==> src/hw/rtl/sle_pkg.sv <==
`timescale 1ns / 1ps
// ----------------------------------------------------------------------------
// sle_pkg
// Shared codes and the result word type of the sequential list engine.
// ----------------------------------------------------------------------------
package sle_pkg;

  localparam logic [1:0] OP_GET    = 2'd0;
  localparam logic [1:0] OP_LOCATE = 2'd1;
  localparam logic [1:0] OP_INSERT = 2'd2;
  localparam logic [1:0] OP_CLEAR  = 2'd3;

  localparam logic STATUS_OK  = 1'b0;
  localparam logic STATUS_ERR = 1'b1;

  typedef struct packed {
    logic        status;
    logic [31:0] read_value;
    logic [8:0]  found_position;
    logic [8:0]  list_length;
    logic        list_empty;
  } sle_result_t;

endpackage

==> src/hw/rtl/sle_seq.sv <==
`timescale 1ns / 1ps
// ----------------------------------------------------------------------------
// sle_seq
// Operation sequencer: holds the length, walks the store for locate and
// insert, and builds the result word.
// ----------------------------------------------------------------------------
module sle_seq #(
  parameter int DEPTH       = 256,
  parameter int VALUE_WIDTH = 32
) (
  input  logic                     clk,
  input  logic                     rst,
  input  logic                     in_valid,
  output logic                     in_ready,
  input  logic [1:0]               operation,
  input  logic [8:0]               position,
  input  logic [31:0]              value,
  input  logic                     res_free,
  output logic                     done,
  output sle_pkg::sle_result_t     result,
  output logic [$clog2(DEPTH)-1:0] mem_raddr,
  input  logic [VALUE_WIDTH-1:0]   mem_rdata,
  output logic                     mem_we,
  output logic [$clog2(DEPTH)-1:0] mem_waddr,
  output logic [VALUE_WIDTH-1:0]   mem_wdata
);

  localparam int AW = $clog2(DEPTH);
  localparam int CW = $clog2(DEPTH + 1);
  localparam int XW = CW + 10;

  localparam logic [2:0] S_IDLE  = 3'd0;
  localparam logic [2:0] S_GET   = 3'd1;
  localparam logic [2:0] S_SCAN  = 3'd2;
  localparam logic [2:0] S_SHIFT = 3'd3;
  localparam logic [2:0] S_LAST  = 3'd4;
  localparam logic [2:0] S_PUT   = 3'd5;
  localparam logic [2:0] S_FIN   = 3'd6;

  logic [2:0]             state, state_next;
  logic [CW-1:0]          count, count_next;
  logic [CW-1:0]          idx, idx_next;
  logic [CW-1:0]          tgt, tgt_next;
  logic                   pend, pend_next;
  logic [CW-1:0]          pend_idx, pend_idx_next;
  logic [VALUE_WIDTH-1:0] val_q, val_q_next;
  logic [VALUE_WIDTH-1:0] rd_q, rd_q_next;
  logic [CW-1:0]          found, found_next;
  logic                   status, status_next;

  // Input decode, done in a width wide enough for both position and length
  logic [XW-1:0]          posx, cntx;
  logic [CW-1:0]          pos_m1, pend_inc;
  logic                   get_ok, ins_ok;
  logic [VALUE_WIDTH+31:0] val_ext, rd_ext;
  logic [CW+8:0]          found_ext, count_ext;

  assign posx     = XW'(position);
  assign cntx     = XW'(count);
  assign pos_m1   = CW'(posx - XW'(1));
  assign pend_inc = pend_idx + CW'(1);
  assign get_ok   = (position != 9'd0) && (posx <= cntx);
  assign ins_ok   = (position != 9'd0) && (posx <= cntx + XW'(1)) && (cntx < XW'(DEPTH));

  assign val_ext   = {{VALUE_WIDTH{1'b0}}, value};
  assign rd_ext    = {32'd0, rd_q};
  assign found_ext = {9'd0, found};
  assign count_ext = {9'd0, count};

  assign in_ready = (state == S_IDLE);
  assign done     = (state == S_FIN) && res_free;

  always_comb begin
    result.status         = status;
    result.read_value     = rd_ext[31:0];
    result.found_position = found_ext[8:0];
    result.list_length    = count_ext[8:0];
    result.list_empty     = (count == '0);
  end

  always_comb begin
    state_next    = state;
    count_next    = count;
    idx_next      = idx;
    tgt_next      = tgt;
    pend_next     = pend;
    pend_idx_next = pend_idx;
    val_q_next    = val_q;
    rd_q_next     = rd_q;
    found_next    = found;
    status_next   = status;
    mem_raddr     = idx[AW-1:0];
    mem_we        = 1'b0;
    mem_waddr     = pend_inc[AW-1:0];
    mem_wdata     = mem_rdata;
    unique case (state)
      S_IDLE: begin
        if (in_valid) begin
          pend_next   = 1'b0;
          status_next = sle_pkg::STATUS_OK;
          rd_q_next   = '0;
          found_next  = '0;
          val_q_next  = val_ext[VALUE_WIDTH-1:0];
          unique case (operation)
            sle_pkg::OP_GET: begin
              if (get_ok) begin
                mem_raddr  = pos_m1[AW-1:0];
                state_next = S_GET;
              end else begin
                status_next = sle_pkg::STATUS_ERR;
                state_next  = S_FIN;
              end
            end
            sle_pkg::OP_LOCATE: begin
              idx_next = '0;
              if (count == '0) begin
                state_next = S_FIN;
              end else begin
                state_next = S_SCAN;
              end
            end
            sle_pkg::OP_INSERT: begin
              if (ins_ok) begin
                count_next = count + CW'(1);
                tgt_next   = pos_m1;
                idx_next   = count - CW'(1);
                if (pos_m1 == count) begin
                  state_next = S_PUT;
                end else begin
                  state_next = S_SHIFT;
                end
              end else begin
                status_next = sle_pkg::STATUS_ERR;
                state_next  = S_FIN;
              end
            end
            sle_pkg::OP_CLEAR: begin
              count_next = '0;
              state_next = S_FIN;
            end
          endcase
        end
      end
      S_GET: begin
        rd_q_next  = mem_rdata;
        state_next = S_FIN;
      end
      S_SCAN: begin
        // read one entry a cycle, compare the one read in the cycle before
        pend_idx_next = idx;
        if (idx < count) begin
          idx_next  = idx + CW'(1);
          pend_next = 1'b1;
        end else begin
          pend_next = 1'b0;
        end
        if (pend) begin
          if (mem_rdata == val_q) begin
            found_next = pend_inc;
            state_next = S_FIN;
          end else if (pend_inc == count) begin
            state_next = S_FIN;
          end
        end
      end
      S_SHIFT: begin
        // descending read of entry idx, write-back of the previous one a slot up
        mem_we        = pend;
        pend_next     = 1'b1;
        pend_idx_next = idx;
        if (idx == tgt) begin
          state_next = S_LAST;
        end else begin
          idx_next = idx - CW'(1);
        end
      end
      S_LAST: begin
        mem_we     = 1'b1;
        state_next = S_PUT;
      end
      S_PUT: begin
        mem_we     = 1'b1;
        mem_waddr  = tgt[AW-1:0];
        mem_wdata  = val_q;
        state_next = S_FIN;
      end
      S_FIN: begin
        if (res_free) begin
          state_next = S_IDLE;
        end
      end
      default: begin
        state_next = S_IDLE;
      end
    endcase
  end

  always_ff @(posedge clk) begin
    if (rst) begin
      state <= S_IDLE;
      count <= '0;
      pend  <= 1'b0;
    end else begin
      state <= state_next;
      count <= count_next;
      pend  <= pend_next;
    end
  end

  always_ff @(posedge clk) begin
    idx      <= idx_next;
    tgt      <= tgt_next;
    pend_idx <= pend_idx_next;
    val_q    <= val_q_next;
    rd_q     <= rd_q_next;
    found    <= found_next;
    status   <= status_next;
  end

endmodule

==> config.mk <==
export PLATFORM = sky130hd
export DESIGN_NAME = sle_seq
export DESIGN_NICKNAME = d
export VERILOG_FILES = /design/src/hw/rtl/sle_pkg.sv /design/src/hw/rtl/sle_seq.sv
export SDC_FILE = /design/constraint.sdc
export NUM_CORES = 1
export LEC_CHECK = 0
export BUFFER_PORTS_ARGS = -buffer_cell sky130_fd_sc_hd__buf_4
export CORE_MARGIN = 2
export CORE_UTILIZATION = 39
export DETAILED_ROUTE_END_ITERATION = 6
export HOLD_SLACK_MARGIN = 0.1
export PLACE_DENSITY = 0.63
export RECOVER_POWER = 100
export SLEW_MARGIN = 20
export SYNTH_ARGS = -nofsm -noshare
export SYNTH_HDL_FRONTEND = slang
export SYNTH_SLANG_ARGS = --single-unit
==> constraint.sdc <==
create_clock -name clk -period 8.6 [get_ports clk]
set_input_delay 0.86 -clock clk [delete_from_list [all_inputs] [get_ports clk]]
set_output_delay 0.86 -clock clk [all_outputs]
set_load 0.01 [all_outputs]
==> metrics.md <==
| Metric | Value |
|---|---|
| Status | finished with violations |
| Failing checks | capacitance limit, slew limit |
| Final total power | 0.002458 W |
| Total grt overflow | 0 |
| Ant diodes | 0 |
| Vias in the first global route | 5873 |
| Number of nets in the layout | 943 |
| Async SR Flop Fraction | 0% |
| Post-synthesis sequential area ratio | 45.97% |
| Die area | 19470 µm² |
| Crit-path max cell delay | 850 ps |
| Met3 Routed Length | 1722 µm |
| Top routing layer in use | met4 |
| Number of flops mapped to enable cells by yosys | 101 |
| DR WL/cell | 20.58 µm |
| Final Hold Fails | 0 |
| Critical Path Source Type | register |
| CP Class | register to output port |
| Post-route ant nets | 0 |
| CP max FO | 15 |
| CTS tree | done |
| CP startpoint | count[6] |
| Setup TNS Final | 0 ps |
| Root Buffer | clkbuf_16 |
| RePlAce Congestion | 0.9050 |
| Vias | 5966 |
| DP Wirelength | 16410 µm |
| Final setup vio count | 0 |
| Critical path buffer and inverter count | 3 |
| Reg2reg path depth | 13 |
| Pre-Repair DR Iteration Count | 5 |
| P_leak | 3.368 nW |
| Final worst slack | 3192 ps |
| RSZ-0062 raised after global routing | false |
| Clock Tree Buf Depth | 2 |
| Syn Std Cell Area | 7164 µm² |
| Met2 Routed Length | 10400 µm |
| Ys flop type | edfxtp_1 |
| Global-route wire length before repair | 33340 µm |
| Top-Level Pins | 182 |
| Inserted Clock Buffers | 17 |
| Crit Reg-Reg Startpoint | count[6] |
| Cts repair resizes | 0 |
| Cts hold-fix bufs | 0 |
| Worst Hold Class | register to register |
| Maxcap violations | 3 |
| Sw Pwr | 0.0008712 W |
| Pint | 0.001587 W |
| Setup WS pre-CTS | 3930 ps |
| Die Y | 139.5 µm |
| Core Box Area | 17960 µm² |
| HP Start | idx[8] |
| Row cnt | 49 |
| Synth Register Bits | 114 |
| Max-slew violations | 98 |
| Final wirelength | 21960 µm |
| CP max stage cell | a21oi_1 |
| Mapped Nets | 767 |
| Met1 WL | 9434 µm |
| Largest net degree at the start of global routing | 36 |
| Worst path top cell family by delay | compound AO/OA/AOI/OAI gates |
| Clk slew on worst S/H paths | 60 ps |
| Most used cell, CP | clkbuf_1 |
| Quantity of I/O buffers inserted on ports | 181 |
| Pwr dens | 275.7 nW/µm² |
| Yosys warnings | 0 |
| Worst-Margin Slew | 2361 ps |
| Skew final | 9.367 ps |
| H-tree levels | 4 |
| Worst path depth | 9 |
| Max IR drop VDD | 0.1538 mV |
| Postcts setup bufs | 0 |
| Via/cell ratio | 5.591 |
| Layout cells sized above 1 | 19.69% |
| Final period utilization | 62.89% |
| Arr. time, crit path | 4550 ps |
| Worst-path cell chain | clkbuf_1 > inv_1 > ha_1 > and3_1 > a221oi_1 > nand3b_1 > a21oi_1 > mux2_2 > clkbuf_1 |
| Mapped Cells | 649 |
| Worst-Skew Late Latency | 420 ps |
| Maximum clock rate | 184.9 MHz |
| Drt initial violations | 431 |
| Synth cell types | 74 |
| Initial antenna violation count | 0 |
| CTS Sinks | 114 |
| Avg Synthesized Cell Area | 11.04 µm² |
| Area growth syn-to-layout | 24.45% |
| Comb power frac | 31.1% |
| Reg power frac | 38.2% |
| Power share of the clock group | 30.7% |
| Hold path depth | 0 |
| Starting density of the core | 39.88% |
| Sw Share | 35.44% |
| Worst Path Required | 7740 ps |
| Overall routing resource usage | 22.18% |
| Worst setup EP type | output port |
| Drt drc | 0 |
| Slew margin rel. | -57.42% |
| Crit path time final | 5408 ps |
| Die W | 139.5 µm |
-- logic make-up (layout without fill, tap and decap cells) --
family,Yosys count,after routing,share of synthesized area [%]
buffers and inverters,60,249,3.860
muxes,42,42,6.567
DFF,114,114,45.97
adders and majority gates,39,39,6.916
xor gates and xnor gates,80,80,10.41
and+or+nand+nor,201,201,15.46
AOI/OAI and AO/OA,113,113,10.83
-- path summary, 6_finish.rpt --
kind | to | slack, ps
min reg2reg | pend_idx[8] | 580
min | pend_idx[8] | 580
max reg2reg | count[2] | 3900
max | mem_raddr[5] | 3190
-- through the flow --
stage               std cells  area [µm²]  hold WS [ps]  utilization, %
floorplan                 649        7164         518.2               -
global placement         1035        8697         559.6           48.42
detailed placement       1035        8697         562.6           48.42
CTS                      1067        9330         579.0           51.94
global route             1067        8916         603.1           49.63
finish                   1067        8916         584.0           49.63
-- cell type report --
| type | instances | area, µm² |
|---|---|---|
| Clock buffer | 18 | 429.2 |
| Clock inverter | 14 | 203.9 |
| Fill cell | 1692 | 9047 |
| Inverter | 31 | 116.4 |
| Multi-Input combinational cell | 475 | 3581 |
| Sequential cell | 114 | 3293 |
| Tap cell | 229 | 286.5 |
| Timing Repair Buffer | 186 | 1006 |
-- state kept, by name, summed over array words and instances (netlist names), 3 cells and up --
register / cells
rd_q: 32
tgt: 9
val_q: 32
idx: 9
found: 9
pend_idx: 9
state: 3
count: 9
-- cell usage after synthesis, types with 12 or more instances --
library cell  instances  area [µm²]
nor3_1               20       100.1
ha_1                 38       475.5
a21o_1               12       90.09
o21ai_0              12       60.06
dfxtp_1              13       260.3
mux2_2               40       450.4
xnor2_1              35       306.5
nand2_1              23       86.33
xor2_1               42       367.9
nand3_1              17       85.08
and2_1               34       212.7
a21oi_1              34       170.2
clkbuf_1             19       71.32
nor4_1               19       118.9
nor2_1               41       153.9
edfxtp_1            101        3033
inv_1                30       112.6
-- placed cells by master (no fill, tap or decap), drive strengths merged, types with 13 or more instances in the layout --
cell type and n:
clkbuf 154, nand2 23, nor4 20, dfxtp 13
buf 50, xor2 42, edfxtp 101, nor3 20
xnor2 35, ha 38, and2 34, a21oi 34
mux2 40, nand3 19, nor2 42, inv 34
-- per-layer routing --
metal	global-route usage (%)	vias to the layer above
li1	-	2764
met1	28.27	2856
met2	36.84	303
met3	5.678	43
met4	7.632	0
met5	0	-
-- power by group through the flow --
stage               combinational [W]  sequential [W]  clock, W
global route                 0.000838        0.000954  0.000795
floorplan                    0.000483        0.000916         0
finish                       0.000765        0.000939  0.000755
detailed placement           0.000851        0.000942         0
CTS                          0.000860        0.000931  0.000769
global placement             0.000841        0.000937         0
Note: power is estimated with default switching activity, not from simulation.
